**src/design/sfs_pkg.sv**
```systemverilog
package sfs_pkg;

   localparam int unsigned TempWidth = 12;

   localparam logic [1:0] REQ_TICK  = 2'd0;
   localparam logic [1:0] REQ_TIMER = 2'd1;
   localparam logic [1:0] REQ_RISE  = 2'd2;
   localparam logic [1:0] REQ_SET   = 2'd3;

   localparam logic [1:0] MODE_IDLE = 2'd0;
   localparam logic [1:0] MODE_RISE = 2'd1;
   localparam logic [1:0] MODE_SET  = 2'd2;

   localparam logic [TempWidth-1:0] TEMP_RISE_START = 12'd2000;
   localparam logic [TempWidth-1:0] TEMP_SET_START  = 12'd3500;
   localparam logic [TempWidth-1:0] TEMP_FADE_START = 12'd2255;
   localparam logic [7:0]           LEVEL_MAX       = 8'd255;
   localparam logic [15:0]          STEP_RESET      = 16'd1200;

   typedef struct packed {
      logic [1:0]  req_type;
      logic [31:0] now_ms;
   } req_payload_type;

   typedef struct packed {
      logic       updated;
      logic [1:0] run_mode;
      logic [7:0] applied_level;
      logic [7:0] red;
      logic [7:0] green;
      logic [7:0] blue;
   } rsp_payload_type;

   typedef struct packed {
      logic [7:0] red;
      logic [7:0] green;
      logic [7:0] blue;
   } rgb_type;

   function automatic logic [7:0] green_lookup(input logic [3:0] idx);
      logic [7:0] val;
      case (idx)
         4'd0:    val = 8'd136;
         4'd1:    val = 8'd141;
         4'd2:    val = 8'd146;
         4'd3:    val = 8'd150;
         4'd4:    val = 8'd155;
         4'd5:    val = 8'd159;
         4'd6:    val = 8'd162;
         4'd7:    val = 8'd166;
         4'd8:    val = 8'd170;
         4'd9:    val = 8'd173;
         4'd10:   val = 8'd177;
         4'd11:   val = 8'd180;
         4'd12:   val = 8'd183;
         4'd13:   val = 8'd186;
         4'd14:   val = 8'd189;
         default: val = 8'd192;
      endcase
      return val;
   endfunction

   function automatic logic [7:0] blue_lookup(input logic [3:0] idx);
      logic [7:0] val;
      case (idx)
         4'd0:    val = 8'd13;
         4'd1:    val = 8'd27;
         4'd2:    val = 8'd39;
         4'd3:    val = 8'd50;
         4'd4:    val = 8'd60;
         4'd5:    val = 8'd70;
         4'd6:    val = 8'd79;
         4'd7:    val = 8'd87;
         4'd8:    val = 8'd95;
         4'd9:    val = 8'd102;
         4'd10:   val = 8'd109;
         4'd11:   val = 8'd116;
         4'd12:   val = 8'd123;
         4'd13:   val = 8'd129;
         4'd14:   val = 8'd135;
         default: val = 8'd140;
      endcase
      return val;
   endfunction

endpackage

```
**src/design/sunrise_fade_sequencer.sv**
```systemverilog
// Sunrise/sunset lamp sequencer.
// req channel: one transfer per event (tick, start timer, begin rise, begin set)
//   with the current millisecond time in now_ms.
// rsp channel: exactly one result per request, in order: whether the tick
//   stepped the color temperature, the ramp mode, the applied brightness and
//   the RGB color now shown.
// csr channel: writes step_interval (ms); always ready, write only while idle.
// The result is registered and shows in the cycle after the request transfer.
// Throughput: one request per cycle unless a held result stalls; all state is
//   updated by one pass of logic (32-bit elapsed compare, increment or decrement,
//   a 16-entry color table) between the state registers and the result register.
// A stalled receiver holds the result; req_ready drops only while a result
//   is held and rsp_ready is low, and rises in the cycle the result is taken.
// Reset (synchronous, active high): idle, temperature and levels zero, color
//   black, last step time zero, step_interval 1200 ms, no result pending.
module sunrise_fade_sequencer
   import sfs_pkg::*;
(
   input  logic            clock,
   input  logic            reset,
   input  logic            req_valid,
   output logic            req_ready,
   input  req_payload_type req_payload,
   output logic            rsp_valid,
   input  logic            rsp_ready,
   output rsp_payload_type rsp_payload,
   input  logic            csr_valid,
   output logic            csr_ready,
   input  logic [15:0]     csr_data
);

   logic [15:0]          interval_ff;
   logic [31:0]          last_ff, last_in;
   logic [TempWidth-1:0] temp_ff, temp_in;
   logic [1:0]           mode_ff, mode_in;
   logic [7:0]           level_ff, level_in;
   logic [7:0]           applied_ff, applied_in;
   rgb_type              color_ff, color_in, lut_color;
   logic                 updated_in;
   logic                 rsp_valid_ff;
   rsp_payload_type      rsp_ff;

   logic        req_fire;
   logic [31:0] elapsed;
   logic        due;

   assign req_ready = !rsp_valid_ff || rsp_ready;
   assign req_fire  = req_valid && req_ready;
   assign csr_ready = 1'b1;
   assign rsp_valid = rsp_valid_ff;
   assign rsp_payload = rsp_ff;

   assign elapsed = req_payload.now_ms - last_ff;
   assign due     = elapsed > {16'd0, interval_ff};

   sfs_color_lut u_lut (
      .kelvin (temp_in),
      .color  (lut_color)
   );

   always_comb begin
      last_in    = last_ff;
      temp_in    = temp_ff;
      mode_in    = mode_ff;
      level_in   = level_ff;
      applied_in = applied_ff;
      color_in   = color_ff;
      updated_in = 1'b0;
      case (req_payload.req_type)
         REQ_TICK: begin
            if (due) begin
               if (mode_ff == MODE_RISE && temp_ff < TEMP_SET_START) begin
                  if (level_ff < LEVEL_MAX) begin
                     applied_in = level_ff;
                     level_in   = level_ff + 8'd1;
                  end
                  temp_in    = temp_ff + 12'd1;
                  updated_in = 1'b1;
               end else if (mode_ff == MODE_SET && temp_ff > TEMP_RISE_START) begin
                  if (temp_ff <= TEMP_FADE_START && level_ff != 8'd0) begin
                     applied_in = level_ff;
                     level_in   = level_ff - 8'd1;
                  end
                  temp_in    = temp_ff - 12'd1;
                  updated_in = 1'b1;
               end else begin
                  mode_in = MODE_IDLE;
               end
               if (updated_in) begin
                  last_in  = req_payload.now_ms;
                  color_in = lut_color;
               end
            end
         end
         REQ_TIMER: begin
            last_in = req_payload.now_ms;
         end
         REQ_RISE: begin
            temp_in    = TEMP_RISE_START;
            mode_in    = MODE_RISE;
            level_in   = 8'd0;
            applied_in = 8'd0;
         end
         default: begin
            temp_in    = TEMP_SET_START;
            mode_in    = MODE_SET;
            level_in   = LEVEL_MAX;
            applied_in = LEVEL_MAX;
         end
      endcase
   end

   always_ff @(posedge clock) begin
      if (reset) begin
         interval_ff  <= STEP_RESET;
         last_ff      <= '0;
         temp_ff      <= '0;
         mode_ff      <= MODE_IDLE;
         level_ff     <= '0;
         applied_ff   <= '0;
         color_ff     <= '0;
         rsp_valid_ff <= 1'b0;
      end else begin
         if (csr_valid && csr_ready) begin
            interval_ff <= csr_data;
         end
         if (req_fire) begin
            last_ff      <= last_in;
            temp_ff      <= temp_in;
            mode_ff      <= mode_in;
            level_ff     <= level_in;
            applied_ff   <= applied_in;
            color_ff     <= color_in;
            rsp_valid_ff <= 1'b1;
         end else if (rsp_ready) begin
            rsp_valid_ff <= 1'b0;
         end
      end
   end

   always_ff @(posedge clock) begin
      if (req_fire) begin
         rsp_ff.updated       <= updated_in;
         rsp_ff.run_mode      <= mode_in;
         rsp_ff.applied_level <= applied_in;
         rsp_ff.red           <= color_in.red;
         rsp_ff.green         <= color_in.green;
         rsp_ff.blue          <= color_in.blue;
      end
   end

   a_temp_range: assert property (@(posedge clock) disable iff (reset)
      temp_ff == '0 || (temp_ff >= TEMP_RISE_START && temp_ff <= TEMP_SET_START))
      else $error("color temperature out of ramp range");

   // the last set step lands on 2000 K and shows black, so only the mode is checked
   a_step_not_idle: assert property (@(posedge clock) disable iff (reset)
      rsp_valid_ff && rsp_ff.updated |-> rsp_ff.run_mode != MODE_IDLE)
      else $error("step reported while idle");

   a_rise_start: assert property (@(posedge clock) disable iff (reset)
      req_fire && req_payload.req_type == REQ_RISE |=>
         level_ff == 8'd0 && mode_ff == MODE_RISE && temp_ff == TEMP_RISE_START)
      else $error("begin rise did not load ramp start");

   a_result_matches_state: assert property (@(posedge clock) disable iff (reset)
      req_fire |=> rsp_ff.run_mode == mode_ff && rsp_ff.applied_level == applied_ff)
      else $error("result does not reflect updated state");

endmodule

```
**src/design/sfs_color_lut.sv**
```systemverilog
module sfs_color_lut
   import sfs_pkg::*;
(
   input  logic [TempWidth-1:0] kelvin,
   output rgb_type              color
);

   localparam logic [5:0] IdxFirst = 6'd20;
   localparam logic [5:0] IdxLast  = 6'd35;

   logic [24:0] recip_prod;
   logic [5:0]  hundreds;
   logic [5:0]  clamped;
   logic [3:0]  tab_idx;

   // kelvin / 100 as multiply by 5243 >> 19, exact over the 12-bit range
   assign recip_prod = {13'd0, kelvin} * 25'd5243;
   assign hundreds   = recip_prod[24:19];
   assign clamped    = (hundreds > IdxLast) ? IdxLast : hundreds;
   assign tab_idx    = 4'(clamped - IdxFirst);

   always_comb begin
      if (kelvin <= TEMP_RISE_START) begin
         color = '0;
      end else begin
         color.red   = 8'd255;
         color.green = green_lookup(tab_idx);
         color.blue  = blue_lookup(tab_idx);
      end
   end

endmodule

```
**config.mk**
```make
export PLATFORM = sky130hd
export DESIGN_NAME = sunrise_fade_sequencer
export DESIGN_NICKNAME = d
export VERILOG_FILES = /design/src/design/sfs_pkg.sv /design/src/design/sunrise_fade_sequencer.sv /design/src/design/sfs_color_lut.sv
export SDC_FILE = /design/constraint.sdc
export NUM_CORES = 1
export LEC_CHECK = 0
export ABC_AREA = 1
export BUFFER_PORTS_ARGS = -buffer_cell sky130_fd_sc_hd__buf_4
export CAP_MARGIN = 10
export CORE_MARGIN = 8
export CORE_UTILIZATION = 36
export CTS_CLUSTER_DIAMETER = 150
export CTS_CLUSTER_SIZE = 25
export DETAILED_ROUTE_END_ITERATION = 12
export PLACE_DENSITY_LB_ADDON = 0.1
export SLEW_MARGIN = 10
export SYNTH_ARGS = -nofsm -noshare
export SYNTH_HDL_FRONTEND = slang
export SYNTH_SLANG_ARGS = --single-unit
```
**constraint.sdc**
```tcl
create_clock -name clock -period 12.8 [get_ports clock]
set_input_delay 2.56 -clock clock [delete_from_list [all_inputs] [get_ports clock]]
set_output_delay 2.56 -clock clock [all_outputs]
set_load 0.02 [all_outputs]
```
* After elaboration in Yosys (flattened, before gate mapping)
Memory sizes are Yosys's and may differ from the RTL's.
Index checks and enable logic that the tools add are counted.
** Operators by class
- Reduce and logical (&&, ||, !) cells :: 13
- Multiply operators :: 1
- Eq/ne operators :: 9
- Bitwise operators :: 1
- $add $sub $neg :: 6
- Magnitude comparators :: 7
- Mux-type cells :: 34
** Operators with widths (count)
- 2-to-1 mux 24 bit :: 4
- 2-to-1 mux 8 bit :: 10
- 2-to-1 mux 32 bit :: 2
- one-hot mux 32 bit (2 select lines) :: 1
- one-hot mux 8 bit (3 select lines) :: 2
- 2-to-1 mux 12 bit :: 3
- one-hot mux 12 bit (3 select lines) :: 1
- greater-than comparator 32 x 16 -> 1 bit :: 1
- subtractor 32 bit :: 1
- multiplier 12 x 13 -> 25 bit (second input constant) :: 1
- adder 12 x 1 -> 12 bit (second input constant) :: 1
- greater-than comparator 12 x 11 -> 1 bit (second input constant) :: 1
- <= comparator 12 x 11 -> 1 bit (second input constant) :: 1
- <= comparator 12 bit (second input constant) :: 1
- less-than comparator 12 bit (second input constant) :: 1
- subtractor 12 x 1 -> 12 bit (second input constant) :: 1
- inequality test 3 bit (second input constant) :: 3
- adder 8 x 1 -> 8 bit (second input constant) :: 1
- less-than comparator 8 bit (second input constant) :: 1
- nonzero test 8 bit :: 1
- subtractor 8 x 1 -> 8 bit (second input constant) :: 1
- greater-than comparator 6 bit (second input constant) :: 1
- 2-to-1 mux 1 bit :: 6
- 2-to-1 mux 2 bit :: 3
- other kinds (15) :: 22
** Word-level totals
- Output and inout bits :: 38
- ROM bits :: 240
- Logic and storage cells :: 89
- Bits in registers :: 138
- Memories kept :: 2
- Bits of input ports :: 55
** Memories
- (name not given) :: words 16, bits a word 8, read ports 1, clocked after Yosys merged registers in 0, wr ports 0, RTL line sfs_pkg.sv:65 : case (idx)
- (name not given) :: words 16, bits a word 7, read ports 1, clocked after Yosys merged registers in 0, wr ports 0, RTL line sfs_pkg.sv:42 : case (idx)

* Longest topological paths before layout
An unclocked memory read counts as a cell.
- Depth after elaboration :: 15
- Depth in mapped cells :: 61
- Depth with buffers taken out :: 61

* Cells and area by module
A second synthesis with hierarchy kept.
** Second synthesis, totals
- Cell total of the unflattened synthesis :: 2100
- Area, all modules :: 13718.2 µm²
** By module, submodules not included
- sunrise_fade_sequencer :: cells an instance 1565, seq. area each 3113.0 µm², times used 1, area each 9905.8 µm²
- sfs_color_lut :: cells an instance 535, seq. area each 0.0 µm², times used 1, area each 3812.4 µm²

* Worst setup path after synthesis
OpenSTA, ideal clock, no wires.
- Path kind :: input to register
- From :: input port req_payload[0] (netlist bit)
- To :: register rsp_ff (netlist bit rsp_payload[3]), data pin
- Data required time :: 12.546 ns
- Path buffers :: 1
- Arrival time :: 10.491 ns
- Stages on the path :: 54
- Slack :: 2.055 ns
- Library setup time :: 0.254 ns
- Cells stage by stage :: inv_1 -> ha_1 -> fa_1 -> inv_1 -> nand2_1 -> nand3_1 -> nand2_1 -> nand2_1 -> xor2_1 -> ha_1 -> nand2_1 -> nor2_1 -> nand2_1 -> nor2_1 -> nand2_1 -> nand3_1 -> nand2_1 -> nand3_1 -> [18 not listed] -> nand2_1 -> inv_1 -> a21oi_1 -> nand2_1 -> nand2_1 -> nand3_1 -> xnor2_1 -> nand2_1 -> o21ai_2 -> nand2_1 -> ha_1 -> nand2_1 -> o21ai_0 -> nand2_1 -> o21ai_0 -> inv_1 -> nand4_2 -> nand2_1
** RTL lines
- from (decl) :: RTL line sunrise_fade_sequencer.sv:23 : input req_payload_type req_payload,
- to (decl) :: RTL line sunrise_fade_sequencer.sv:41 : rsp_payload_type rsp_ff;

* Final worst setup path
- From :: input port req_payload[0] (netlist bit)
- To :: register color_ff[4] (netlist bit)
** Between the ends
- Cells in the longest elaborated chain, start to end :: 13
- Elaborated cells between the ends (all ways) :: 14
- Classes of those cells :: add/sub (2); mul (1); order compare (3); mux (7); memory (1)
** RTL lines
- subtractor 32 bit * :: RTL line sunrise_fade_sequencer.sv:53 : assign elapsed = req_payload.now_ms - last_ff;
- greater-than comparator 32 x 16 -> 1 bit * :: RTL line sunrise_fade_sequencer.sv:54 : assign due = elapsed > {16'd0, interval_ff};
- 2-to-1 mux 12 bit * :: RTL line sunrise_fade_sequencer.sv:71 : if (due) begin
- one-hot mux 12 bit (3 select lines) * :: RTL line sunrise_fade_sequencer.sv:69 : case (req_payload.req_type)
- via temp_in[7] :: RTL line sunrise_fade_sequencer.sv:34 : logic [TempWidth-1:0] temp_ff, temp_in;
- multiplier 12 x 13 -> 25 bit :: RTL line sfs_color_lut.sv:17 : assign recip_prod = {13'd0, kelvin} * 25'd5243;
- greater-than comparator 6 bit :: RTL line sfs_color_lut.sv:19 : assign clamped = (hundreds > IdxLast) ? IdxLast : hundreds;
- 2-to-1 mux 4 bit :: RTL line sfs_color_lut.sv:19
- subtractor 4 x 3 -> 4 bit :: RTL line sfs_color_lut.sv:20 : assign tab_idx = 4'(clamped - IdxFirst);
- memory (16 x 8 bit)
- 2-to-1 mux 24 bit * :: RTL line sfs_color_lut.sv:23 : if (kelvin <= TEMP_RISE_START) begin
- 2-to-1 mux 24 bit * :: RTL line sunrise_fade_sequencer.sv:89 : if (updated_in) begin
- 2-to-1 mux 24 bit * :: RTL line sunrise_fade_sequencer.sv:71
- 2-to-1 mux 24 bit * :: RTL line sunrise_fade_sequencer.sv:69
- to (signal assigned) :: RTL line sunrise_fade_sequencer.sv:133 : color_ff <= color_in;
- to (decl) :: RTL line sunrise_fade_sequencer.sv:38 : rgb_type color_ff, color_in, lut_color;
Mark *: on every way through the listed nets, which the timed path passes. The rest lies on a longest branch.
A chain may end at the register's enable or synchronous reset.

==> flow_summary.json <==
{
  "status": "finished clean",
  "netlist.area_leader.share_pct": 15.7,
  "internal_power_w": 0.00137,
  "yosys.area.top_type": "dfxtp_1",
  "vias_per_cell": 4.83,
  "htreeDepth": 4,
  "pin_count": 93,
  "cts_resized": 0,
  "ys_dominant_reg_cell": "dfxtp_1",
  "initial_core_util_pct": 36.3,
  "ys_ff_latch": 138,
  "finalSetupViolations": 0,
  "rsz0062_at_grt": "no",
  "synth.most_common_cell": "nand2_1",
  "yosysSeqAreaShare_pct": 23.7,
  "total_power_w": 0.00273,
  "avgSynthCellArea_um2": 6.85,
  "drive_gt1_share_pct": 10.7,
  "crit_top_cell": "nand2_1",
  "layout_worst_path_cycle_share_pct": 89.8,
  "cts_buffer_depth": 2,
  "fin_hold_ws_ns": 0.457,
  "tns_ns": 0,
  "synthArstFlopShare_pct": 0,
  "clock.fmax_mhz": 87.0,
  "grt_pass1_wl_mm": 61.5,
  "drt_iter0_drc": 621,
  "clock-sinks": 138,
  "swShare_pct": 50.0,
  "syn_area_um2": 13200,
  "synth_area_leaders": "dfxtp_1, ha_1, nand2_1, inv_1, edfxtp_1",
  "critPathRequiredTime_ns": 13.20,
  "critPathCaptureType": "register",
  "grt-ovfl-total": 0,
  "core-area_um2": 36300,
  "drc": 0,
  "yosysWarnings": 0,
  "powerDensity_nw_per_um2": 185,
  "antenna_cells": 0,
  "combinationalPowerShare_pct": 64.1,
  "holdBufCountCts": 0,
  "rows": 70,
  "slew_headroom_pct": 31.8,
  "dp_hpwl_mm": 29.7,
  "synth_fp_nets": 2168,
  "critPathLaunchType": "primary input",
  "p_sw_w": 0.00137,
  "critPathSlowestCell": "fa_1",
  "synth_cells": 1920,
  "via_count": 11900,
  "portBuffers": 91,
  "cp_slowest_stage_delay_ns": 0.61,
  "insertion_delay_ns": 0.44,
  "fin_skew_ns": 0.0140,
  "hold_class": "reg2reg",
  "area_delta_synth_final_pct": 12.3,
  "cp_max_fo": 17,
  "ant_nets": 0,
  "total_leakage_power_nw": 8.10,
  "cts_buffers": 17,
  "grt_max_degree": 78,
  "critPathKind": "in2reg",
  "grt_pass1_vias": 11800,
  "cts_root_buf": "clkbuf_16",
  "post_cts_buffers": 0,
  "fin_nets": 2238,
  "finalCriticalPeriod_ns": 11.49,
  "place.gp.congestion": 0.932,
  "clk_pin_slew_ns": 0.07,
  "die_area_um2": 42900,
  "synth_common_cells": "nand2_1, inv_1, nor2_1",
  "grt_usage_pct": 17.4,
  "die_w_um": 207,
  "tightestPinTransition_ns": 1.02,
  "antenna_found_initial": 0,
  "synth_edf_count": 35,
  "hold_viol": 0,
  "power_frac_seq_pct": 18.5,
  "drv_slew": 0,
  "die_y_um": 207,
  "maxCapViolCount": 0,
  "totalWireLength_mm": 37.3,
  "wl_per_cell_um": 15.1,
  "cts_tree": "yes",
  "dr.pass1.iters": 5,
  "synth_cell_types": 58,
  "ir_drop_mv": 0.0943,
  "p_clk_share_pct": 17.4,
  "arrival_ns": 11.89,
  "r2r_slack_ns": 3.26
}
[worst max-delay path, delay by kind of cell]
kind | cells | cell delay, ns
buffers and inverters | 11 | 0.83
adders and majority gates | 10 | 4.10
AOI/OAI and AO/OA | 4 | 0.65
xor gates and xnor gates | 2 | 0.40
and+or+nand+nor | 30 | 3.32
[cells by family after synthesis]
group | synth area share, %
simple gates | 26.6
compound gates | 13.1
fa+ha+maj | 21.0
buf+inv | 13.4
flops | 23.7
xor+xnor | 2.13
other cells | 0.0285
mux | 0.0761
[layer usage]
layer | track usage, % | part of all wire [%] | up-vias
met5 | 0 | 0 | -
met4 | 5.10 | 2.0 | 0
met3 | 2.66 | 3.0 | 42
met2 | 31.5 | 50 | 199
met1 | 21.0 | 45 | 5463
li1 | - | - | 6219
[per-stage QoR]
stage          utilization (%)  cell area (um^2)  instances  setup WS [ns]
5_1_grt                   40.7             14800       2470          0.448
3_3_place_gp              39.2             14200       2439          0.796
6_report                  40.7             14800       2470           1.31
3_5_place_dp              39.2             14200       2439          0.768
4_1_cts                   40.7             14800       2470           1.23
2_1_floorplan                -             13200       1920           2.05
[final cells by class]
cell class,instances,area [um^2]
clock buffers,20,458
clock inverters,11,87.6
fillers,3938,21500
inverters,408,1530
multi-input cells,1329,8280
flip-flops and latches,138,3110
well taps,468,586
repair buffers,96,721
[state kept, by name, indices dropped and copies added (netlist names)]
name and flops:
interval_ff 16, rsp_payload 35, applied_ff 8, temp_ff 12, level_ff 8, last_ff 32, rsp_valid 1, mode_ff 2
color_ff 24
[power groups by stage]
stage / Combinational [W] / Sequential [W] / Clock [W]
detailed placement: 0.00176 / 0.000516 / 0
floorplan: 0.00130 / 0.000522 / 0
global route: 0.00203 / 0.000511 / 0.000509
CTS: 0.00177 / 0.000507 / 0.000491
global placement: 0.00179 / 0.000516 / 0
finish: 0.00175 / 0.000507 / 0.000475
[cells in the final DEF, fill, tap and decap left out, types with 5 or more instances in the layout]
cell | synthesis | layout
nand4_1 | 21 | 21
xor2_1 | 25 | 25
a21oi_1 | 135 | 135
o21ai_1 | 14 | 14
a21o_1 | 7 | 7
a31oi_1 | 9 | 9
inv_2 | 17 | 18
nor2_4 | 5 | 5
nor3_1 | 10 | 10
dfxtp_1 | 103 | 103
and2_1 | 7 | 7
fa_1 | 46 | 46
nand3_1 | 69 | 69
ha_1 | 147 | 147
nor2_2 | 9 | 9
inv_1 | 390 | 390
clkbuf_16 | 0 | 18
nor4_1 | 6 | 6
nand4_2 | 11 | 11
nand2_2 | 25 | 26
o22ai_1 | 8 | 8
nand3_2 | 5 | 5
buf_4 | 5 | 96
nand2_1 | 430 | 429
o21ai_0 | 126 | 126
xnor2_1 | 7 | 7
edfxtp_1 | 35 | 35
nor2_1 | 160 | 160
[final timing paths]
kind                                     start           to  cells past startpoint
worst max-delay path            req_payload[0]  color_ff[4]                     57
worst min register to register     last_ff[22]  last_ff[22]                      2
worst max register to register      last_ff[6]  color_ff[4]                     55
worst min-delay path               last_ff[22]  last_ff[22]                      2
(Power assumes the default switching activity.)
